<file path="src/hw/rtl/ahte_pkg.sv">
// ----------------------------------------------------------------------------
// ahte_pkg
// Shared types, constants and helpers for the ASCII85 / hex text encoder.
// ----------------------------------------------------------------------------
package ahte_pkg;

  localparam logic [6:0]  A85_LINE    = 7'd72;
  localparam logic [6:0]  HEX_LINE    = 7'd36;
  localparam logic [7:0]  A85_OFFSET  = 8'd33;
  localparam logic [7:0]  A85_ZERO    = 8'd122;
  localparam logic [7:0]  NEWLINE     = 8'd10;
  localparam logic [31:0] RECIP_85    = 32'hC0C0C0C1;
  localparam int          RECIP_SHIFT = 38;
  localparam int          NUM_DIGITS  = 5;
  localparam int          FIFO_DEPTH  = 4;

  typedef enum logic [1:0] {
    KIND_HEX,
    KIND_ZERO,
    KIND_DIGITS
  } kind_e;

  typedef struct packed {
    kind_e       kind;
    logic [31:0] word;
    logic [1:0]  nm1;
    logic        page;
  } job_t;

  typedef struct packed {
    logic [NUM_DIGITS-1:0][7:0] chars;
    logic [2:0]                 count;
    logic                       hex;
    logic                       page;
  } pkt_t;

  function automatic logic [7:0] hex_char(input logic [3:0] v);
    logic [7:0] c;
    if (v < 4'd10) begin
      c = 8'd48 + {4'b0, v};
    end else begin
      c = 8'd87 + {4'b0, v};
    end
    return c;
  endfunction

endpackage

</file>
<file path="src/hw/rtl/ahte_front.sv">
// ----------------------------------------------------------------------------
// ahte_front
// Accepts raw bytes, gathers ASCII85 groups and classifies encoding jobs.
// ----------------------------------------------------------------------------
module ahte_front import ahte_pkg::*; (
  input  logic       clk_i,
  input  logic       rst_ni,
  input  logic       mode_i,
  input  logic       push_i,
  input  logic [7:0] data_byte_i,
  input  logic       flush_group_i,
  input  logic       page_start_i,
  input  logic       fifo_full_i,
  output logic       job_push_o,
  output job_t       job_o
);

  logic [23:0] group_q, group_d;
  logic [1:0]  fill_q, fill_d;
  logic        page_pend_q, page_pend_d;
  logic        accept;
  logic        closes;
  logic [31:0] acc;
  logic [31:0] padded;

  assign accept = push_i & ~fifo_full_i;
  assign acc    = {group_q, data_byte_i};
  assign closes = (fill_q == 2'd3) | flush_group_i;

  always_comb begin
    case (fill_q)
      2'd0:    padded = {acc[7:0], 24'b0};
      2'd1:    padded = {acc[15:0], 16'b0};
      2'd2:    padded = {acc[23:0], 8'b0};
      default: padded = acc;
    endcase
  end

  always_comb begin
    job_o.nm1  = fill_q;
    job_o.page = page_start_i | page_pend_q;
    if (!mode_i) begin
      job_o.kind = KIND_HEX;
      job_o.word = {24'b0, data_byte_i};
    end else begin
      job_o.kind = ((fill_q == 2'd3) && (acc == 32'b0)) ? KIND_ZERO : KIND_DIGITS;
      job_o.word = padded;
    end
  end

  assign job_push_o = accept & (~mode_i | closes);

  always_comb begin
    group_d     = group_q;
    fill_d      = fill_q;
    page_pend_d = page_pend_q;
    if (accept && mode_i) begin
      if (closes) begin
        group_d = 24'b0;
        fill_d  = 2'd0;
      end else begin
        group_d = acc[23:0];
        fill_d  = fill_q + 2'd1;
      end
    end
    if (job_push_o) begin
      page_pend_d = 1'b0;
    end else if (accept && page_start_i) begin
      page_pend_d = 1'b1;
    end
  end

  always_ff @(posedge clk_i or negedge rst_ni) begin
    if (!rst_ni) begin
      group_q     <= 24'b0;
      fill_q      <= 2'd0;
      page_pend_q <= 1'b0;
    end else begin
      group_q     <= group_d;
      fill_q      <= fill_d;
      page_pend_q <= page_pend_d;
    end
  end

endmodule

</file>
<file path="config.mk">
export PLATFORM = sky130hd
export DESIGN_NAME = ahte_front
export DESIGN_NICKNAME = d
export VERILOG_FILES = /design/src/hw/rtl/ahte_pkg.sv /design/src/hw/rtl/ahte_front.sv
export SDC_FILE = /design/constraint.sdc
export NUM_CORES = 1
export LEC_CHECK = 0
export BUFFER_PORTS_ARGS = -buffer_cell sky130_fd_sc_hd__buf_2
export CAP_MARGIN = 20
export CELL_PAD_IN_SITES_DETAIL_PLACEMENT = 1
export CELL_PAD_IN_SITES_GLOBAL_PLACEMENT = 2
export CORE_MARGIN = 3
export CORE_UTILIZATION = 30
export CTS_CLUSTER_SIZE = 24
export DETAILED_ROUTE_END_ITERATION = 10
export PLACE_DENSITY_LB_ADDON = 0.12
export RECOVER_POWER = 25
export SETUP_SLACK_MARGIN = 0.5
export SLEW_MARGIN = 20
export SYNTH_ARGS = -nofsm -noshare
export SYNTH_HDL_FRONTEND = slang
export SYNTH_SLANG_ARGS = --single-unit
export TNS_END_PERCENT = 30
</file>
<file path="constraint.sdc">
create_clock -name clk_i -period 2.3 [get_ports clk_i]
set_clock_uncertainty 0.2 [all_clocks]
set_input_delay 0.23 -clock clk_i [delete_from_list [all_inputs] [get_ports clk_i]]
set_output_delay 0.23 -clock clk_i [all_outputs]
set_load 0.005 [all_outputs]
</file>
Yosys cells after proc, flatten, opt, wreduce, memory -nomap -nowiden --
Index checks and enable logic that the tools add are counted. W data, S select, Z words.
Storage, ports and cells: bits in registers 27, input port bits 15, output and inout port bits 38, word-level logic and storage cells 27
Operators by class: $add $sub $neg 1, eq/ne operators 3, multiplexer cells 7, bitwise gates (word level) 7, reduce and logical (&&, ||, !) cells 6
Operators with widths (count):
- $pmux W32 S3 | 1
- $mux W34 | 1
- $logic_not A32 Y1 | 1
- $mux W24 | 1
- $eq A2 B2 Y1 const B | 2
- $mux W2 | 2
- $logic_and A1 B1 Y1 | 3
- $or A1 B1 Y1 | 3
- $add A2 B1 Y2 const B | 1
- $and A1 B1 Y1 | 2
- $eq A2 B1 Y1 const B | 1
- $logic_not A2 Y1 | 1
- $mux W1 | 2
- $not A1 Y1 | 2
- $reduce_bool A2 Y1 | 1

Longest topological paths before layout --
Gate-level depths: netlist of the first run.
depth in word-level cells 5, gate-level depth with buffers 6

Worst setup path after synthesis of the first run --
No wires, ideal clock.
path type reg2out, start register fill_q[0], end output job_o[32] in the netlist's numbering, arrival 1.388 ns, required time 1.870 ns, slack 0.482 ns, stages on the path, launching flop included 7, cell sequence dfrtp_1 > inv_1 > ha_1 > clkbuf_1 > a222oi_1 > o21a_1 > nor2_1
RTL lines:
- start: declaration | line ahte_front.sv:19 | logic [1:0] fill_q, fill_d;
- start signal: assignment | line ahte_front.sv:80 | fill_q <= fill_d;
- end: declaration | line ahte_front.sv:15 | output job_t job_o

==> results of run 1 <==
## flip-flops by register name, summed over array words and instances (netlist names)
signal	flops
group_q	24
page_pend_q	1
fill_q	2
## cell usage in the layout (no fill, tap or decap), types with 2 or more instances in the layout
cell type / instances
buf_4: 14
nor2_1: 10
inv_1: 3
a22o_1: 25
clkbuf_8: 3
and2_1: 8
buf_6: 7
a221oi_1: 4
a221oi_2: 3
nand3b_1: 6
dfrtp_1: 27
a21oi_1: 7
a22oi_1: 3
nor3_1: 9
nor4_1: 7
buf_2: 51
nand2_1: 14
ha_4: 3
nor2b_1: 9
a222oi_1: 7
o21a_1: 7
nand3_1: 2
## layer usage
layer  global-route usage  up-vias  wire, um
li1                     -      837         -
met1                0.262      960      2770
met2                0.354       58      3280
met3               0.0197        4       280
met4               0.0365        0        36
met5                    0        -         0
## metrics by stage
| step | area (um2) | power (mW) | util | hold slack [ns] | TNS [ns] |
|---|---|---|---|---|---|
| 2_1_floorplan | 1730 | 0.915 | - | -0.266 | 0 |
| 4_1_cts | 2310 | 1.56 | 0.434 | 0.0316 | 0 |
| 5_1_grt | 2360 | 1.69 | 0.443 | 0.0690 | -0.551 |
| 3_3_place_gp | 2060 | 1.12 | 0.386 | 0.0878 | 0 |
| 3_5_place_dp | 2060 | 1.13 | 0.386 | 0.101 | 0 |
| 6_report | 2360 | 1.59 | 0.443 | 0.0349 | 0 |
## Yosys cell counts
library cell	n	share of area
nand3_1	2	0.0058
nor4_1	8	0.029
a31oi_1	1	0.0036
o31a_1	1	0.0051
a211oi_1	1	0.0044
mux2_2	1	0.0065
a222oi_1	7	0.041
nor2b_1	10	0.036
and2_1	8	0.029
o21ba_1	1	0.0058
nand3b_1	6	0.026
or2_2	1	0.0036
nand4_1	1	0.0036
a21oi_1	7	0.020
inv_1	4	0.0087
a221oi_1	8	0.041
dfrtp_1	27	0.39
buf_6	2	0.013
clkbuf_1	12	0.026
nor3_4	1	0.0094
o21a_1	7	0.030
nand2b_1	2	0.0073
buf_2	2	0.0058
nand2_1	14	0.030
a22oi_1	3	0.013
nor2_1	10	0.022
ha_1	4	0.029
a22o_1	25	0.13
nor3_1	9	0.026
## tightest hold or removal path: cells and delay by family
kind,cells,cell delay [ns]
buffers and inverters,1,0.09
and+or+nand+nor,1,0.07
AOI/OAI and AO/OA,1,0.08
## power breakdown
group	internal, mW	switching, mW
clock	0.122	0.159
combinational	0.361	0.332
sequential	0.528	0.0851
## worst paths after layout
check	cells after the start	start	slack, ns	endpoint
setup / recovery	7	fill_q[1]	0.04	job_o[30]
hold / removal	3	page_start_i	0.03	page_pend_q
setup reg to reg	7	fill_q[0]	0.31	fill_q[1]
hold reg to reg	2	page_pend_q	0.30	page_pend_q
max in group asynchronous	2	rst_ni	1.10	group_q[19]
min in group asynchronous	2	rst_ni	0.34	page_pend_q
## final cells by class
cell class,instances,area [um2]
Multi-Input combinational cell,138,1050
Clock inverter,1,5.00
Timing Repair Buffer,76,489
Sequential cell,27,676
Tap cell,70,87.6
Clock buffer,3,41.3
Fill cell,633,2970
Inverter,4,15.0
## logic make-up (layout without fill, tap and decap cells)
| family | after synthesis | after routing | synth area share |
|---|---|---|---|
| simple gates | 72 | 72 | 0.228 |
| fa+ha+maj | 4 | 4 | 0.0290 |
| buf+inv | 20 | 84 | 0.0537 |
| compound gates | 61 | 61 | 0.291 |
| mux | 1 | 1 | 0.00653 |
| flops | 27 | 27 | 0.392 |
## timing repair
action | in CTS | in global routing
setup endpoints to repair | 61 | 61
endpoints found under the hold margin | 27 | 0
gates resized for setup | 23 | 4
gates cloned | 1 | 0
pin swaps | 15 | 10
setup buffers | 12 | 3
hold buffers | 1 | 0
==> metrics.md, run 1 <==
| Metric | Value |
|---|---|
| Initial antenna violation count | `0` |
| First-pass GRT wire length | `a little over 10000 um` |
| Total of warnings raised by yosys | `0` |
| Port bufs | `52` |
| Delay contributed by the slowest stage of the critical path | `0.42 ns` |
| Clock sinks | `27` |
| Sequential share of the synthesized area | `0.392` |
| Wire length per cell after detailed routing | `roughly 20 um` |
| Routability-driven placement congestion ratio | `roughly 0.8` |
| Number of DRC markers in iteration 0 | `160` |
| Count of endpoints failing hold in the final timing report | `0` |
| Most repeated library cell on the critical path | `buf_6` |
| Startpoint types | `flip-flop` |
| Global router's overall resource usage | `0.199` |
| Number of instances in the synthesized netlist | `roughly 190` |
| Width of the die | `81.8 um` |
| Required time at the worst-slack endpoint | `1.87 ns` |
| Number of global-route vias before repair | `roughly 2000` |
| Crit-path slowest cell | `dfrtp_1` |
| Post-route setup slack | `just under 0.04 ns` |
| Number of max-cap violations | `0` |
| Layout cells sized above 1 | `0.378` |
| Flip-flop and latch count after synthesis | `27` |
| Mean instance size in the synthesized netlist | `slightly above 9 um2` |
| Clock Tree Buf Depth | `2` |
| Net count after synthesis | `just over 200` |
| Non-filler cells, final | `319` |
| Placeable core region | `5340 um2` |
| DRC violation count after routing | `0` |
| Clock-pin slew reported for the worst setup and hold paths after clock tree synthesis | `roughly 0.10 ns` |
| Antenna-violating nets left | `0` |
| Antenna Cells | `0` |
| H-tree lvl count | `1` |
| CP bufs+invs | `3` |
| Areal power density over the cells | `671 nW/um2` |
| Summed instance area of the synthesized netlist | `1730 um2` |
| Grt total ovfl | `0` |
| Die outline height | `a little over 80 um` |
| Upper clock frequency limit | `442 MHz` |
| Cell at the root of the clock tree | `clkbuf_8` |
| Cell-by-cell trace of the critical path | `buf_6 -> ha_4 -> buf_6 -> a222oi_1 -> o21a_1 -> nor2_1 -> buf_2` |
| Relative slew slack | `0.443` |
| VDD IR max | `roughly 0.25 mV` |
| Placed wire-length estimate | `between 4000 and 5000 um` |
| Slew at the pin with the worst max-slew slack | `~0.83 ns` |
| Number of standard-cell rows in the floorplan | `26` |
| Setup repair after global routing missed its margin | `true` |
| Category of the critical setup timing path | `reg2out` |
| Classification of the worst-slack hold path | `in2reg` |
| Total count of max-transition violations in the final report | `0` |
| Data arrival time of the worst path | `~1.8 ns` |
| Post-Place Worst Slack | `about 0.21 ns` |
| Number of ports placed on the die boundary | `53` |
| Dominant delay contributor by cell family on the critical path | `compound AO/OA/AOI/OAI gates` |
| Maximum number of pins on one net before global-route repair | `28` |
| Die footprint | `between 6000 and 7000 um2` |
| Final wirelength | `6370 um` |
| Starting Density | `0.323` |
| Area added between synthesis and finish | `37.0%` |
| Clk Latency, worst-skew pair | `around 0.27 ns` |
| Final-stage net count | `269` |
| DR pass1 iterations | `5` |
| Number of buffers created by CTS | `3` |
| Period utilisation layout | `0.983` |
| Outcome | `completed` |
| Via density per instance | `5.83` |
| Overall via count from detail_route | `1859` |
| Time the final worst path needs with I/O delays and setup | `approximately 2.3 ns` |
| Static power due to leakage | `around 1.1 nW` |
| Count of unique library cells instantiated by Yosys | `29` |
| Clock tree from TritonCTS | `done` |
| Type of destination of the critical path | `output pin` |
| Placed cell count | `298` |
| Critical-path maximum fanout | `7` |
| Setup-violating endpoint count in the final report | `0` |
(Power assumes the default switching activity.)
==> inputs of run 2 (changes only) <==
SKIP_CTS_REPAIR_TIMING = 1   (was unset)
clock period = 2.55 ns   (was 2.3 ns; I/O delays follow)
==> run 2 against run 1 <==
Effect of this change: combinational power shrank 7.5%; power is 8.5% lower; sequential share of layout area fell by 0.48 points; sequential power decreased by 8.3%; global-route usage decreased by 1.7 points; setup slack better by 0.25 ns; critical path type unchanged; largest cell class unchanged; highest routed layer unchanged.
==> metrics.md, run 2 (same netlist as run 1, synthesis figures left out) <==
| Metric | Value |
|---|---|
| Outcome | `completed (unchanged)` |
| Final std cell area, no fill | `2430 um2 (was 2360 um2)` |
| Launch point of the worst reg-to-reg path | `fill_q[1] (was fill_q[0])` |
| Number of global-route vias before repair | `1745 (was 1974)` |
| Clock tree from TritonCTS | `done (unchanged)` |
| Die outline height | `81.8 um (unchanged)` |
| Cell at the root of the clock tree | `clkbuf_8 (unchanged)` |
| Placeable core region | `5340 um2 (unchanged)` |
| Total placed instance area | `2040 um2 (was 2060 um2)` |
| Number of max-cap violations | `0 (unchanged)` |
| Overall via count from detail_route | `1809 (was 1859)` |
| Area of all sequential standard cells | `684 um2 (was 676 um2)` |
| Area added between synthesis and finish | `41.1% (was 37.0%)` |
| Period utilisation layout | `0.885` |
| Number of standard-cell rows in the floorplan | `26 (unchanged)` |
| Grt total ovfl | `0 (unchanged)` |
| Setup repair after global routing missed its margin | `true (unchanged)` |
| Wire length per cell after detailed routing | `19.4 um (was 20.0 um)` |
| Initial antenna violation count | `0 (unchanged)` |
| Slew at the pin with the worst max-slew slack | `1.47 ns (was 0.834 ns)` |
| Classification of the worst-slack hold path | `in2reg (unchanged)` |
| Number of DRC markers in iteration 0 | `121 (was 160)` |
| Final wirelength | `6260 um (was 6370 um)` |
| Starting Density | `0.323 (unchanged)` |
| Routability-driven placement congestion ratio | `0.780 (was 0.815)` |
| H-tree lvl count | `1 (unchanged)` |
| Clock Tree Buf Depth | `2 (unchanged)` |
| Leading cell types in the layout, fill and taps excluded | `51 x buf_2, 25 x a22o_1, 21 x buf_4 (was 51 x buf_2, 27 x dfrtp_1, 25 x a22o_1)` |
| Static power due to leakage | `1.12 nW (was 1.10 nW)` |
| Final-stage net count | `273 (was 269)` |
| Final-layout fill cell count | `627 (was 633)` |
| Antenna-violating nets left | `0 (unchanged)` |
| Clk Latency, worst-skew pair | `0.27 ns (about the same)` |
| Relative slew slack | `0.0199 (was 0.443)` |
| Leading cell type in the layout, fill and taps excluded | `buf_2 (unchanged)` |
| First-pass GRT wire length | `9400 um (was 10300 um)` |
| Required time at the worst-slack endpoint | `2.10 ns (was 1.87 ns)` |
| Total negative slack | `0 ns (unchanged)` |
| Upper clock frequency limit | `443 MHz` |
| Placed cell count | `297 (was 298)` |
| Clock sinks | `27 (unchanged)` |
| Count of endpoints failing hold in the final timing report | `0 (unchanged)` |
| Category of the critical setup timing path | `reg2out (unchanged)` |
| Type of destination of the critical path | `output pin (unchanged)` |
| Non-filler cells, final | `323 (was 319)` |
| Total count of max-transition violations in the final report | `0 (unchanged)` |
| DR pass1 iterations | `5 (unchanged)` |
| Global router's overall resource usage | `0.182 (was 0.199)` |
| VDD IR max | `0.297 mV (was 0.247 mV)` |
| Maximum number of pins on one net before global-route repair | `28 (unchanged)` |
| Reg-to-reg setup timing slack | `0.46 ns (was 0.31 ns)` |
| Antenna Cells | `0 (unchanged)` |
| Time the final worst path needs with I/O delays and setup | `2.26 ns` |
| Layout cells sized above 1 | `0.431 (was 0.378)` |
| Number of buffers created by CTS | `3 (unchanged)` |
| Die footprint | `6700 um2 (unchanged)` |
| Number of ports placed on the die boundary | `53 (unchanged)` |
| Data arrival time of the worst path | `1.80 ns (was 1.83 ns)` |
| Launching instance or port of the critical path | `fill_q[0] (was fill_q[1])` |
| Clock-pin slew reported for the worst setup and hold paths after clock tree synthesis | `0.09 ns (was 0.10 ns)` |
| Via density per instance | `5.60 (was 5.83)` |
| Width of the die | `81.8 um (unchanged)` |
| DRC violation count after routing | `0 (unchanged)` |
| Register with the most flip-flops | `group_q (unchanged)` |
| Max reg flops | `24 (unchanged)` |
| Startpoint types | `flip-flop (unchanged)` |
| Combined area of the multi-input logic cells | `1080 um2 (was 1050 um2)` |
| Port bufs | `52 (unchanged)` |
| Largest registers ranked by flip-flop count | `group_q: 24 flops, fill_q: 2 flops, page_pend_q: 1 flops (unchanged)` |
| Hold Worst Slack | `0.0698 ns (was 0.0349 ns)` |
| Placed wire-length estimate | `4060 um (was 4260 um)` |
| Areal power density over the cells | `596 nW/um2 (was 671 nW/um2)` |
| Worst Hold Launch | `page_start_i (unchanged)` |
| Setup-violating endpoint count in the final report | `0 (unchanged)` |
| Critical-path maximum fanout | `11 (was 7)` |
run 2: critical path, stage by stage, from the launching register on:
cell      delay, ns
dfrtp_2        0.44
inv_4          0.07
ha_4           0.17
buf_12         0.14
a222oi_1       0.31
o21a_1         0.19
nor2_1         0.04
buf_2          0.16
run 2: final timing paths:
check / end / cells past startpoint
setup reg to reg: fill_q[0] / 5
hold / removal: page_pend_q / 3
max in group asynchronous: fill_q[0] / 2
setup / recovery: job_o[31] / 7
min in group asynchronous: group_q[10] / 2
hold reg to reg: page_pend_q / 2
run 2: layer usage:
layer	share of wire	wire, um	track usage
met5	0	0	0
met3	0.039	243	0.0219
met4	0.012	78	0.0465
met2	0.49	3070	0.312
met1	0.46	2870	0.243
run 2: power by group:
| part | switching [mW] | internal [mW] | leakage [nW] |
|---|---|---|---|
| sequential | 0.0825 | 0.480 | 0.354 |
| combinational | 0.298 | 0.342 | 0.742 |
| clock | 0.139 | 0.110 | 0.0255 |
run 2: layout make-up:
type / count / area share
timing repair buffer: 80 / 0.214
sequential: 27 / 0.281
multi-input combinational: 138 / 0.443
clock buffer: 3 / 0.0170
tap: 70 / 0.0360
inverter: 4 / 0.00719
clock inverter: 1 / 0.00206
run 2: per-stage QoR:
| step | setup WS (ns) | utilization | power, mW |
|---|---|---|---|
| 2_1_floorplan | 0.707 | - | 0.824 |
| 3_3_place_gp | 0.353 | 0.383 | 1.01 |
| 3_5_place_dp | 0.312 | 0.383 | 1.02 |
| 4_1_cts | -0.0178 | 0.391 | 1.27 |
| 5_1_grt | 0.183 | 0.456 | 1.56 |
| 6_report | 0.294 | 0.456 | 1.45 |
