### src/hw/rtl/ahte_pkg.sv
// ----------------------------------------------------------------------------
// ahte_pkg
// Shared types, constants and helpers for the ASCII85 / hex text encoder.
// ----------------------------------------------------------------------------
package ahte_pkg;

  localparam logic [6:0]  A85_LINE    = 7'd72;
  localparam logic [6:0]  HEX_LINE    = 7'd36;
  localparam logic [7:0]  A85_OFFSET  = 8'd33;
  localparam logic [7:0]  A85_ZERO    = 8'd122;
  localparam logic [7:0]  NEWLINE     = 8'd10;
  localparam logic [31:0] RECIP_85    = 32'hC0C0C0C1;
  localparam int          RECIP_SHIFT = 38;
  localparam int          NUM_DIGITS  = 5;
  localparam int          FIFO_DEPTH  = 4;

  typedef enum logic [1:0] {
    KIND_HEX,
    KIND_ZERO,
    KIND_DIGITS
  } kind_e;

  typedef struct packed {
    kind_e       kind;
    logic [31:0] word;
    logic [1:0]  nm1;
    logic        page;
  } job_t;

  typedef struct packed {
    logic [NUM_DIGITS-1:0][7:0] chars;
    logic [2:0]                 count;
    logic                       hex;
    logic                       page;
  } pkt_t;

  function automatic logic [7:0] hex_char(input logic [3:0] v);
    logic [7:0] c;
    if (v < 4'd10) begin
      c = 8'd48 + {4'b0, v};
    end else begin
      c = 8'd87 + {4'b0, v};
    end
    return c;
  endfunction

endpackage

### src/hw/rtl/ahte_fifo.sv
// ----------------------------------------------------------------------------
// ahte_fifo
// Short job queue between the front and the conversion stage.
// ----------------------------------------------------------------------------
module ahte_fifo import ahte_pkg::*; (
  input  logic clk_i,
  input  logic rst_ni,
  input  logic push_i,
  input  job_t data_i,
  input  logic pop_i,
  output job_t data_o,
  output logic full_o,
  output logic empty_o
);

  localparam int PtrW = $clog2(FIFO_DEPTH);
  localparam int CntW = $clog2(FIFO_DEPTH + 1);

  job_t            mem_q [FIFO_DEPTH];
  logic [PtrW-1:0] wr_ptr_q, wr_ptr_d;
  logic [PtrW-1:0] rd_ptr_q, rd_ptr_d;
  logic [CntW-1:0] cnt_q, cnt_d;
  logic            do_push;
  logic            do_pop;

  assign full_o  = (cnt_q == CntW'(FIFO_DEPTH));
  assign empty_o = (cnt_q == '0);
  assign do_push = push_i & ~full_o;
  assign do_pop  = pop_i & ~empty_o;
  assign data_o  = mem_q[rd_ptr_q];

  always_comb begin
    wr_ptr_d = do_push ? wr_ptr_q + PtrW'(1) : wr_ptr_q;
    rd_ptr_d = do_pop ? rd_ptr_q + PtrW'(1) : rd_ptr_q;
    cnt_d    = cnt_q;
    if (do_push && !do_pop) begin
      cnt_d = cnt_q + CntW'(1);
    end else if (do_pop && !do_push) begin
      cnt_d = cnt_q - CntW'(1);
    end
  end

  always_ff @(posedge clk_i) begin
    if (do_push) begin
      mem_q[wr_ptr_q] <= data_i;
    end
  end

  always_ff @(posedge clk_i or negedge rst_ni) begin
    if (!rst_ni) begin
      wr_ptr_q <= '0;
      rd_ptr_q <= '0;
      cnt_q    <= '0;
    end else begin
      wr_ptr_q <= wr_ptr_d;
      rd_ptr_q <= rd_ptr_d;
      cnt_q    <= cnt_d;
    end
  end

endmodule

### config.mk
export PLATFORM = sky130hd
export DESIGN_NAME = ahte_fifo
export DESIGN_NICKNAME = d
export VERILOG_FILES = /design/src/hw/rtl/ahte_pkg.sv /design/src/hw/rtl/ahte_fifo.sv
export SDC_FILE = /design/constraint.sdc
export NUM_CORES = 1
export LEC_CHECK = 0
export ABC_AREA = 1
export BUFFER_PORTS_ARGS = -buffer_cell sky130_fd_sc_hd__buf_2
export CAP_MARGIN = 20
export CORE_MARGIN = 1.5
export CORE_UTILIZATION = 55
export DETAILED_ROUTE_END_ITERATION = 8
export HOLD_SLACK_MARGIN = 0.15
export PLACE_DENSITY_LB_ADDON = 0.05
export SYNTH_ARGS = -nofsm -noshare
export SYNTH_HDL_FRONTEND = slang
export SYNTH_SLANG_ARGS = --single-unit
### constraint.sdc
create_clock -name clk_i -period 8.65 [get_ports clk_i]
set_clock_uncertainty 0.05 [all_clocks]
set_input_delay 0.4325 -clock clk_i [delete_from_list [all_inputs] [get_ports clk_i]]
set_output_delay 0.4325 -clock clk_i [all_outputs]
set_load 0.005 [all_outputs]
Yosys cells after proc, flatten, opt, wreduce, memory -nomap -nowiden --
Memory sizes are Yosys's and may differ from the RTL's. Cells that the tools add are included.
Word-level totals: register bits after elaboration 7, bits in writable memories 148, word-level logic and storage cells 23, memories 1
Operators by class: add/subtract/negate cells 4, eq/ne operators 1, muxes and demuxes 4, bitwise gates (word level) 4, reduce and logical (&&, ||, !) cells 6
Memory list:
- mem_q | words 4, bits a word 37, read ports 1, clocked after memory_dff 0, wr ports 1, RTL line ahte_fifo.sv:19 | job_t mem_q [FIFO_DEPTH];
Operators by type and width (number):
- 3-bit two-way mux | 2
- 2-bit by 1-bit adder with 2-bit output (second input constant) | 2
- 3-bit by 1-bit adder with 3-bit output (second input constant) | 1
- 3-bit == test (second input constant) | 1
- 3-bit logical NOT | 1
- 3-bit by 1-bit subtractor with 3-bit output (second input constant) | 1
- 1-bit bitwise AND | 2
- 1-bit logical AND | 2
- 1-bit logical NOT | 2
- 1-bit two-way mux | 2
- 1-bit inverter | 2
- 2-bit nonzero test | 1

Longest topological paths before layout --
Gate-level depths: netlist (run 1).
word-level depth 7, gate-level depth with buffers 12

Least setup slack after synthesis (run 1) --
Ideal clock, no wire load.
kind reg-to-reg, from register cnt_q[0], to memory mem_q[0][0] in the netlist's numbering, enable pin, data arrival time 2.279 ns, setup slack 5.889 ns, stages on the path, launching flop included 5, buffers on the path 0, period minus slack after synthesis 2.761 ns, cells stage by stage dfrtp_1 -> inv_2 -> nand3_1 -> nand2_1 -> nor2_1
Between the ends: word-level cells in the longest chain between the ends 5
Ends and longest elaborated chain:
- from (decl) | RTL line ahte_fifo.sv:22 | logic [CntW-1:0] cnt_q, cnt_d;
- from (signal assigned) | RTL line ahte_fifo.sv:57 | cnt_q <= cnt_d;
- 3-bit == test | RTL line ahte_fifo.sv:26 | assign full_o = (cnt_q == CntW'(FIFO_DEPTH));
- 1-bit inverter | RTL line ahte_fifo.sv:28 | assign do_push = push_i & ~full_o;
- 1-bit bitwise AND | RTL line ahte_fifo.sv:28
- 1-bit two-way mux | RTL line ahte_fifo.sv:44 | if (do_push) begin
- 1-bit two-way mux (implied by the code) | RTL line ahte_fifo.sv:45 | mem_q[wr_ptr_q] <= data_i;
- to (decl) | RTL line ahte_fifo.sv:19
No other way between the ends.

==> qor.yml, run 1 <==
critical_path.top_delay_family: "buffers and inverters"
ctsRootBufferMaster: "clkbuf_16"
ys_ff_latch: 155
synth_top_area_share: 0.696
firstDrtPassIters: 4
initial_core_util: 0.562
p_total_mw: 2.57
dp_cells: 696
io_buffers: 79
grt_antenna_before_repair: 2
synthToLayoutAreaGrowth_pct: 17.3
nNetsFinal: 620
synth_area_per_cell_um2: 13.0
syn_nets: 540
htreeDepth: 4
core_um2: 11400
grt_usage: 0.194
grt_pass1_vias: 3556
ios: 80
cts.clk_slew.worst_paths_ns: 0.06
dr.max_layer_used: "met5"
tns_ns: 0
fmax_mhz: 322
design.die.area_um2: 12300
drive_gt1_frac: 0.227
wl_met1_mm: 5.06
synth.distinct_cells: 18
cp_slowest_cell: "buf_4"
syn-cell-area_um2: 6380
dr.first_iter.drc_count: 211
layout.cells.non_filler: 730
slew_viol_final: 0
synth.area.top_cells: "edfxtp_1, nand2_1, o211ai_1"
maxCapViolCount: 0
ir_drop_v: 0.000216
rrSetupSlack_ns: 6.47
timing.critical_path.mode_cell: "nand2_1"
outcome: "complete, no violations"
preCtsSetupSlack_ns: 5.98
critical_path_class: "flip-flop to output pin"
wl_met3_um: 526
grt-ovfl-total: 0
p_leak_nw: 3.13
max_slew_margin: 0.368
synth-simple-area-share: 0.0847
rsz0062_at_grt: "no"
critPathBufInv: 3
cts_tree: "yes"
synthAdderAreaFrac: 0.0129
holdWs_ns: 0.178
utilization: 0.659
clk-insertion-delay-late_ns: 0.41
max_stage_delay_ns: 0.82
timing.final.crit_period_ns: 3.11
wl_met2_mm: 5.32
crit_arrival_ns: 2.63
grt_start_max_net_pins: 99
cts_buffers: 17
end_kind: "output pin"
cts_sinks: 155
muxShareOfSynthArea: 0
final_cell_area_um2: 7490
synth_top_family_by_area: "compound AO/OA/AOI/OAI gates"
synth_area_leader_cell: "edfxtp_1"
finalSetupViolCount: 0
rows: 39
tightest_slew_ns: 0.948
cp_cell_sequence: "inv_4 > buf_4 > nand2_1 > o211ai_1 > nand2_1 > buf_2"
critPathMaxFanout: 98
wl_per_cell_um: 15.3
drc: 0
die_h_um: 111
vias: 3737
yosysSeqAreaShare: 0.723
syn_inst: 493
timing.final.crit_share: 0.359
cts_buffer_depth: 2
cp-start-kind: "flip-flop"
post_cts_buffers: 0
hp-class: "input port to flip-flop"
placed_area_um2: 6850
worstPathRequired_ns: 8.17
yosys_warnings: 0
dp_hpwl_mm: 6.22
ant_nets: 0
p_per_area_nw_per_um2: 344
synth-compound-area-share: 0.0956
fin_ws_ns: 5.54
grt_pass1_wl_mm: 18.0
die_w_um: 111
routed_wl_mm: 11.2
gp_congestion: 0.754
synth_xor_area_frac: 0.00137
hold_viol_final: 0
routed_via_density: 5.12
per-layer routing:
metal	vias to the layer above	global-route usage
li1	1869	-
met1	1760	0.252
met2	83	0.303
met3	23	0.0498
met4	2	0.106
met5	-	0
repair_timing:
item | CTS | global route
gates resized for setup | 0 | 0
setup endpoints to repair | 0 | 0
endpoints found under the hold margin | 7 | 0
hold buffers | 1 | 0
cell usage after synthesis:
cell        n
edfxtp_1  148
nand2_1   129
inv_1      87
o211ai_1   64
buf_6      10
o211ai_2   10
clkbuf_1    7
dfrtp_1     7
nand3_1     7
ha_1        5
buf_2       4
inv_2       4
nor2_1      4
buf_4       3
fa_1        1
nand4_1     1
o21ai_0     1
xnor2_1     1
registers in the layout, indices dropped and copies added (netlist names):
register,cells
rd_ptr_q,2
wr_ptr_q,2
mem_q,148
cnt_q,3
final cells by class:
class | count | area [um^2]
antenna | 1 | 2.50
clock buffer | 25 | 515
clock inverter | 7 | 110
fill | 859 | 3880
inverter | 91 | 344
multi-input combinational | 223 | 1270
sequential | 155 | 4620
tap | 143 | 179
timing repair buffer | 85 | 443
kinds of logic after synthesis:
| group | count (synthesis) |
|---|---|
| simple gates | 141 |
| compound gates | 75 |
| xor+xnor | 1 |
| flops | 155 |
| buf+inv | 115 |
| fa+ha+maj | 6 |
final timing paths:
check,start,endpoint,depth (start not counted)
max in group asynchronous,rst_ni,rd_ptr_q[1],2
max,rd_ptr_q[0],data_o[17],6
min in group asynchronous,rst_ni,cnt_q[2],2
max reg2reg,cnt_q[0],cnt_q[1],9
min,data_i[9],mem_q[1][9],1
min reg2reg,cnt_q[2],cnt_q[2],2
worst reg2reg max path: stages (launching register included):
cell     delay, ns
dfrtp_1       0.43
inv_2         0.07
nand3_1       0.12
nand2_1       0.39
inv_1         0.09
ha_1          0.23
inv_1         0.09
fa_1          0.42
nand2_1       0.08
o21ai_0       0.08
power breakdown:
part / internal, mW / switching, mW / total (mW) / leakage, nW
registers: 0.991 / 0.0732 / 1.06 / 1.44
logic: 0.269 / 0.473 / 0.742 / 1.37
clock network: 0.498 / 0.268 / 0.766 / 0.313
cell usage in the layout, fill, tap and decap left out:
cell type and n:
edfxtp_1 148, nand2_1 129, inv_1 87, buf_2 79, o211ai_1 64, clkbuf_16 17
o211ai_2 10, nand3_1 7, clkbuf_8 6, dfrtp_1 6, ha_1 5, buf_4 5
nor2_4 4, clkinv_2 4, inv_2 3, bufinv_16 3, clkbuf_1 2, diode_2 1
inv_4 1, o21ai_0 1, xnor2_1 1, nand4_1 1, fa_1 1, dlygate4sd3_1 1
dfrtp_2 1
No activity file was read; power rests on OpenSTA's default activity.
==> run 2, diff against run 1 <==
- ABC_AREA: 1 -> 0
- CORE_UTILIZATION: 55 -> 51
- clock period: 8.65 -> 2.8 ns (I/O delays scaled with it)
==> run 2 against run 1 <==
Effect of this change: sequential power grew to 3.1 times the previous value; final cell count shrank 29%; via count shrank 28%; combinational power grew to 2.7 times the previous value; highest routed layer is now met4; final area shrank 0.85%; setup slack lost 4.9 ns; synthesized cell count shrank 54%; sequential share of layout area grew 0.55 points; area after synthesis shrank 10%.
==> qor.yml, run 2 <==
tightest_slew_ns: 0.446  # was 0.948 ns
tns_ns: 0  # unchanged
synth_top_family_by_area: "multiplexers"  # was compound AO/OA/AOI/OAI gates
io_buffers: 79  # unchanged
synth.distinct_cells: 20  # was 18
synth_area_leader_cell: "edfxtp_1"  # unchanged
critPathMaxFanout: 4  # was 98
top_register: "mem_q"  # unchanged
syn_inst: 229  # was 493
final_cell_mix: "edfxtp_1, buf_2, dlygate4sd3_1, mux4_2, clkbuf_16"  # was edfxtp_1, nand2_1, inv_1, buf_2, o211ai_1
grt-ovfl-total: 0  # unchanged
cts_buffers: 17  # unchanged
clk-insertion-delay-late_ns: 0.41  # about the same
design.die.area_um2: 11900  # was 12,300 um^2
synth_top_area_share: 0.773  # was 0.696
seqPwrFrac: 0.427  # was 0.414
p_clk_frac: 0.311  # was 0.298
holdWs_ns: 0.425  # was 0.178 ns
rr_worst_depth: 8  # was 9
drc: 0  # unchanged
cts_tree: "yes"  # unchanged
synth.area.top_cells: "edfxtp_1, mux4_2, dfrtp_1"  # was edfxtp_1, nand2_1, o211ai_1
timing.final.crit_period_ns: 2.18
vias: 2689  # was 3,737
routed_via_density: 5.18  # was 5.12
grt_start_max_net_pins: 38  # was 99
async_reset_ff_frac: 0.0452  # unchanged
p_comb_frac: 0.263  # was 0.289
synth_xor_area_frac: 0.00914  # was 0.00137
largest_register_ffs: 148  # unchanged
rsz0062_at_grt: "no"  # unchanged
regToRegStartpoint: "cnt_q[0]"  # unchanged
ant_nets: 0  # unchanged
synth_ff_type: "edfxtp_1"  # unchanged
hp-start: "data_i[21]"  # was data_i[9]
cts.clk_slew.worst_paths_ns: 0.06  # about the same
worstHoldPathCells: 2  # was 1
grt_pass1_vias: 2910  # was 3,556
rows: 38  # was 39
ys_ff_latch: 155  # unchanged
dr.first_iter.drc_count: 170  # was 211
nNetsFinal: 414  # was 620
synthAdderAreaFrac: 0.0144  # was 0.0129
intPower_mw: 5.72  # was 1.76 mW
ctsHoldBuffers: 41  # was 1
final_common_cell: "edfxtp_1"  # unchanged
synth_edf_count: 148  # unchanged
utilization: 0.679  # was 0.659
crit_arrival_ns: 2.47  # was 2.63 ns
end_kind: "flip-flop"  # was output pin
p_leak_nw: 2.64  # was 3.13 nW
diodes: 0  # was 1
routed_wl_mm: 9.79  # was 11.2 mm
grt_antenna_before_repair: 0  # was 2
ios: 80  # unchanged
outcome: "complete, no violations"  # unchanged
netSwitchingPower_mw: 1.93  # was 815 uW
timing.final.crit_share: 0.780
post_cts_buffers: 0  # unchanged
synth_common_cells: "edfxtp_1, mux4_2, dfrtp_1"  # was edfxtp_1, nand2_1, inv_1
synthToLayoutAreaGrowth_pct: 29.1  # was 17.3%
initial_core_util: 0.526  # was 0.562
muxShareOfSynthArea: 0.149  # was 0
fmax_mhz: 458
worstPathRequired_ns: 3.08  # was 8.17 ns
syn_nets: 276  # was 540
rrSetupSlack_ns: 0.62  # was 6.47 ns
grt_usage: 0.184  # was 0.194
yosys_warnings: 0  # unchanged
max_slew_margin: 0.702  # was 0.368
p_sw_frac: 0.252  # was 0.317
synth_area_per_cell_um2: 25.1  # was 13.0 um^2
grt_pass1_wl_mm: 15.2  # was 18.0 mm
fillerInstances: 734  # was 859
slew_viol_final: 0  # unchanged
cts_sinks: 155  # unchanged
drive_gt1_frac: 0.414  # was 0.227
synth-compound-area-share: 0  # was 0.0956
syn-cell-area_um2: 5750  # was 6380 um^2
htreeDepth: 4  # unchanged
gp_congestion: 0.658  # was 0.754
hp-class: "input port to flip-flop"  # unchanged
core_um2: 10900  # was 11,400 um^2
ir_drop_v: 0.000634  # was 0.000216 V
rr_endpoint: "cnt_q[2]"  # was cnt_q[1]
hold_viol_final: 0  # unchanged
synth-simple-area-share: 0.0109  # was 0.0847
p_per_area_nw_per_um2: 1030  # was 344 nW/um^2
die_w_um: 109  # was 111 um
post_cts_resized: 0  # unchanged
largest_registers: "mem_q x148, cnt_q x3"  # unchanged
ctsRootBufferMaster: "clkbuf_16"  # unchanged
synth.most_common_cell: "edfxtp_1"  # unchanged
firstDrtPassIters: 4  # unchanged
critical_path_class: "flip-flop to flip-flop"  # was flip-flop to output pin
die_h_um: 109  # was 111 um
cp-start-kind: "flip-flop"  # unchanged
yosysSeqAreaShare: 0.803  # was 0.723
dp_hpwl_mm: 5.69  # was 6.22 mm
cts_buffer_depth: 2  # unchanged
holdPathEnd: "mem_q[2][21]"  # was mem_q[1][9]
wl_per_cell_um: 18.9  # was 15.3 um
maxCapViolCount: 0  # unchanged
finalSetupViolCount: 0  # unchanged
## run 2: critical path, cell delays in order, from the launching register on
cell and delay (ns):
dfrtp_1 0.44, or3_1 0.44, nand2_1 0.12, ha_1 0.19, inv_1 0.06, fa_1 0.37, xor2_1 0.15, nor2_1 0.11
xor2_1 0.16
## run 2: through the flow
stage | area (um^2) | std cells | setup WS [ns] | power, mW
3_5_place_dp | 6400 | 447 | 0.636 | 5.34
5_1_grt | 7420 | 519 | 0.507 | 8.04
3_3_place_gp | 6400 | 447 | 0.691 | 5.31
6_report | 7420 | 519 | 0.615 | 7.65
4_1_cts | 7420 | 519 | 0.611 | 7.77
2_1_floorplan | 5750 | 229 | 0.639 | 4.52
## run 2: power groups by stage
stage / sequential [mW] / clock (mW) / combinational (mW)
2_1_floorplan: 3.22 / 0 / 1.30
3_3_place_gp: 3.30 / 0 / 2.01
3_5_place_dp: 3.32 / 0 / 2.02
4_1_cts: 3.28 / 2.42 / 2.07
5_1_grt: 3.31 / 2.52 / 2.20
6_report: 3.26 / 2.38 / 2.01
## run 2: cells by family (layout without fill, tap and decap cells)
kind of cell             count (synthesis)  count (layout)
XOR/XNOR                                 6               6
adder cells (fa/ha/maj)                  6               6
buffers and inverters                   13             163
flip-flops                             155             155
multiplexers                            39              39
AND/OR/NAND/NOR                         10              10
## run 2: metal layers
metal	wire length [um]	global-route usage	up-vias
met4	125	0.0686	0
li1	-	-	1241
met2	5100	0.301	65
met3	453	0.0658	11
met5	0	0	-
met1	4110	0.226	1372
## run 2: worst max-delay path by stage
| stage | from | end | depth (start not counted) |
|---|---|---|---|
| 4_1_cts | cnt_q[2] | cnt_q[2] | 8 |
| 3_5_place_dp | cnt_q[0] | cnt_q[2] | 8 |
| 5_1_grt | cnt_q[2] | cnt_q[2] | 8 |
| 2_1_floorplan | cnt_q[2] | mem_q[0][0] | 4 |
| 6_report | cnt_q[0] | cnt_q[2] | 8 |
| 3_3_place_gp | cnt_q[0] | cnt_q[2] | 8 |
## run 2: cell type report
type / instances / area (um^2) / share of cell area
clock buffer: 20 / 437 / 0.0588
multi-input combinational: 61 / 1060 / 0.143
clock inverter: 11 / 175 / 0.0236
timing repair buffer: 128 / 941 / 0.127
tap: 140 / 175 / 0.0236
sequential: 155 / 4620 / 0.623
inverter: 4 / 15.0 / 0.00202
==> run 3, diff against run 2 <==
- CORE_UTILIZATION: 51 -> 55
- clock period: 2.8 -> 2.2 ns (I/O delays scaled with it)
==> run 3 against run 2 <==
Effect of this change: setup slack got worse by 0.53 ns; combinational power grew 30%; routed wire length shrank 0.47%; non-clock buffer count is 8 higher; final area shrank 1.0%; worst hold slack got worse by 0.14 ns; critical path depth unchanged; register-to-register slack got worse by 0.53 ns; sequential power grew 26%; first-iteration DRC count decreased by 34%; largest cell class unchanged; largest power group unchanged.
==> qor.yml, run 3 (synthesis gave the netlist of run 2 again) <==
timing.critical_path.mode_cell: "xor2_1"  # unchanged
cp_num_cells: 8  # unchanged
diodes: 0  # unchanged
fin_ws_ns: 0.0901  # was 0.615 ns
crit_arrival_ns: 2.51  # was 2.47 ns
cts_sinks: 155  # unchanged
cts_buffer_depth: 2  # unchanged
drive_gt1_frac: 0.439  # was 0.414
rrSetupSlack_ns: 0.09  # was 0.62 ns
grt_antenna_before_repair: 0  # unchanged
critical_path_class: "flip-flop to flip-flop"  # unchanged
grt_pass1_vias: 2979  # was 2,910
critPathMaxFanout: 4  # unchanged
drc: 0  # unchanged
grt-ovfl-total: 0  # unchanged
p_per_area_nw_per_um2: 1270  # was 1030 nW/um^2
cp_slowest_cell: "dfrtp_2"  # was dfrtp_1
htreeDepth: 4  # unchanged
maxCapViolCount: 0  # unchanged
cp-start-kind: "flip-flop"  # unchanged
fmax_mhz: 474  # was 458 MHz
preCtsSetupSlack_ns: 0.0712  # was 0.636 ns
intPower_mw: 6.89  # was 5.72 mW
critical_path.top_delay_family: "simple AND/OR/NAND/NOR gates"  # unchanged
rsz0062_at_grt: "no"  # unchanged
timing.final.crit_period_ns: 2.11  # was 2.18 ns
seqPwrFrac: 0.441  # was 0.427
hp-start: "data_i[20]"  # was data_i[21]
routed_via_density: 5.26  # was 5.18
clk-insertion-delay-late_ns: 0.52  # was 0.41 ns
design.die.area_um2: 11100  # was 11,900 um^2
nNetsFinal: 422  # was 414
die_w_um: 105  # was 109 um
netSwitchingPower_mw: 2.46  # was 1.93 mW
grt_pass1_wl_mm: 15.4  # was 15.2 mm
vias: 2743  # was 2,689
rr_worst_depth: 8  # unchanged
dr.first_iter.drc_count: 112  # was 170
ios: 80  # unchanged
p_leak_nw: 2.63  # was 2.64 nW
p_sw_frac: 0.263  # was 0.252
timing.final.crit_share: 0.959  # was 0.780
die_h_um: 105  # was 109 um
critPathBufInv: 1  # unchanged
firstDrtPassIters: 6  # was 4
outcome: "complete, no violations"  # unchanged
cts_buffers: 17  # unchanged
worstHoldPathCells: 2  # unchanged
end_kind: "flip-flop"  # unchanged
tightest_slew_ns: 0.342  # was 0.446 ns
finalSetupViolCount: 0  # unchanged
core_um2: 10200  # was 10,900 um^2
cts_tree: "yes"  # unchanged
hp-class: "input port to flip-flop"  # unchanged
slew_viol_final: 0  # unchanged
max_stage_delay_ns: 0.44  # about the same
utilization: 0.718  # was 0.679
worstPathRequired_ns: 2.60  # was 3.08 ns
ctsRootBufferMaster: "clkbuf_8"  # was clkbuf_16
holdWs_ns: 0.282  # was 0.425 ns
final_common_cell: "edfxtp_1"  # unchanged
ir_drop_v: 0.000798  # was 0.000634 V
startpoint: "cnt_q[1]"  # was cnt_q[0]
ant_nets: 0  # unchanged
synthToLayoutAreaGrowth_pct: 27.8  # was 29.1%
largest_register_ffs: 148  # unchanged
max_slew_margin: 0.771  # was 0.702
initial_core_util: 0.562  # was 0.526
p_comb_frac: 0.281  # was 0.263
wl_per_cell_um: 18.7  # was 18.9 um
rows: 37  # was 38
final_cell_mix: "edfxtp_1, buf_2, dlygate4sd3_1, mux4_2, clkbuf_16"  # unchanged
routed_wl_mm: 9.74  # was 9.79 mm
grt_start_max_net_pins: 31  # was 38
regToRegStartpoint: "cnt_q[1]"  # was cnt_q[0]
p_clk_frac: 0.278  # was 0.311
cts.clk_slew.worst_paths_ns: 0.06  # about the same
hold_viol_final: 0  # unchanged
gp_congestion: 0.743  # was 0.658
io_buffers: 79  # unchanged
fillerInstances: 630  # was 734
rr_endpoint: "cnt_q[2]"  # unchanged
top_register: "mem_q"  # unchanged
tns_ns: 0  # unchanged
grt_usage: 0.195  # was 0.184
holdPathEnd: "mem_q[0][20]"  # was mem_q[2][21]
largest_registers: "mem_q x148, cnt_q x3"  # unchanged
dp_hpwl_mm: 5.88  # was 5.69 mm
cp_cell_sequence: "or3_4 > nand2_1 > ha_1 > inv_1 > fa_1 > xor2_1 > nor2_1 > xor2_1"  # was or3_1 > nand2_1 > ha_1 > inv_1 > fa_1 > xor2_1 > nor2_1 > xor2_1
run 3: cell count changes in the layout (fill, tap and decap cells not counted), sizes merged:
cell / change
clkbuf: -1
buf: +8
bufinv: -3
clkinvlp: +2
run 3: cell type report:
class | instances | area, um^2 | share of cell area
clock buffer | 19 | 422 | 0.0574
clock inverter | 10 | 104 | 0.0141
inverter | 4 | 15.0 | 0.00204
multi-input combinational | 61 | 1060 | 0.145
sequential | 155 | 4620 | 0.629
tap | 136 | 170 | 0.0232
timing repair buffer | 136 | 951 | 0.129
run 3: through the flow:
stage	instances	instance area, um^2	total power, mW
after floorplan	229	5750	5.76
after detailed placement	451	6410	6.83
after global routing	521	7350	9.81
after global placement	451	6410	6.76
final	521	7350	9.35
after CTS	521	7340	9.50
run 3: layer usage:
layer,track usage,part of all wire,vias up
met2,0.319,0.52,75
li1,-,-,1256
met3,0.0618,0.045,9
met1,0.247,0.43,1403
met5,0,0,-
met4,0.0763,0.011,0
run 3: how the worst max path moves through the flow:
stage          slack (ns)           to
6_report             0.09     cnt_q[2]
5_1_grt             0.009     cnt_q[2]
4_1_cts              0.05     cnt_q[2]
3_5_place_dp         0.07     cnt_q[2]
3_3_place_gp         0.15     cnt_q[2]
2_1_floorplan        0.04  mem_q[0][0]
run 3: power groups by stage:
stage                     clock network (mW)  registers [mW]  logic (mW)
after global routing                    2.77            4.18        2.86
after CTS                               2.67            4.13        2.70
after detailed placement                   0            4.19        2.64
after global placement                     0            4.15        2.60
final                                   2.60            4.12        2.62
after floorplan                            0            4.10        1.65
run 3: timing repair:
item | CTS | global route
gates resized for setup | 0 | 2
hold buffers | 41 | 0
endpoints found under the setup margin | 0 | 1
hold endpoints to repair | 162 | 0
buffers inserted | 0 | 0
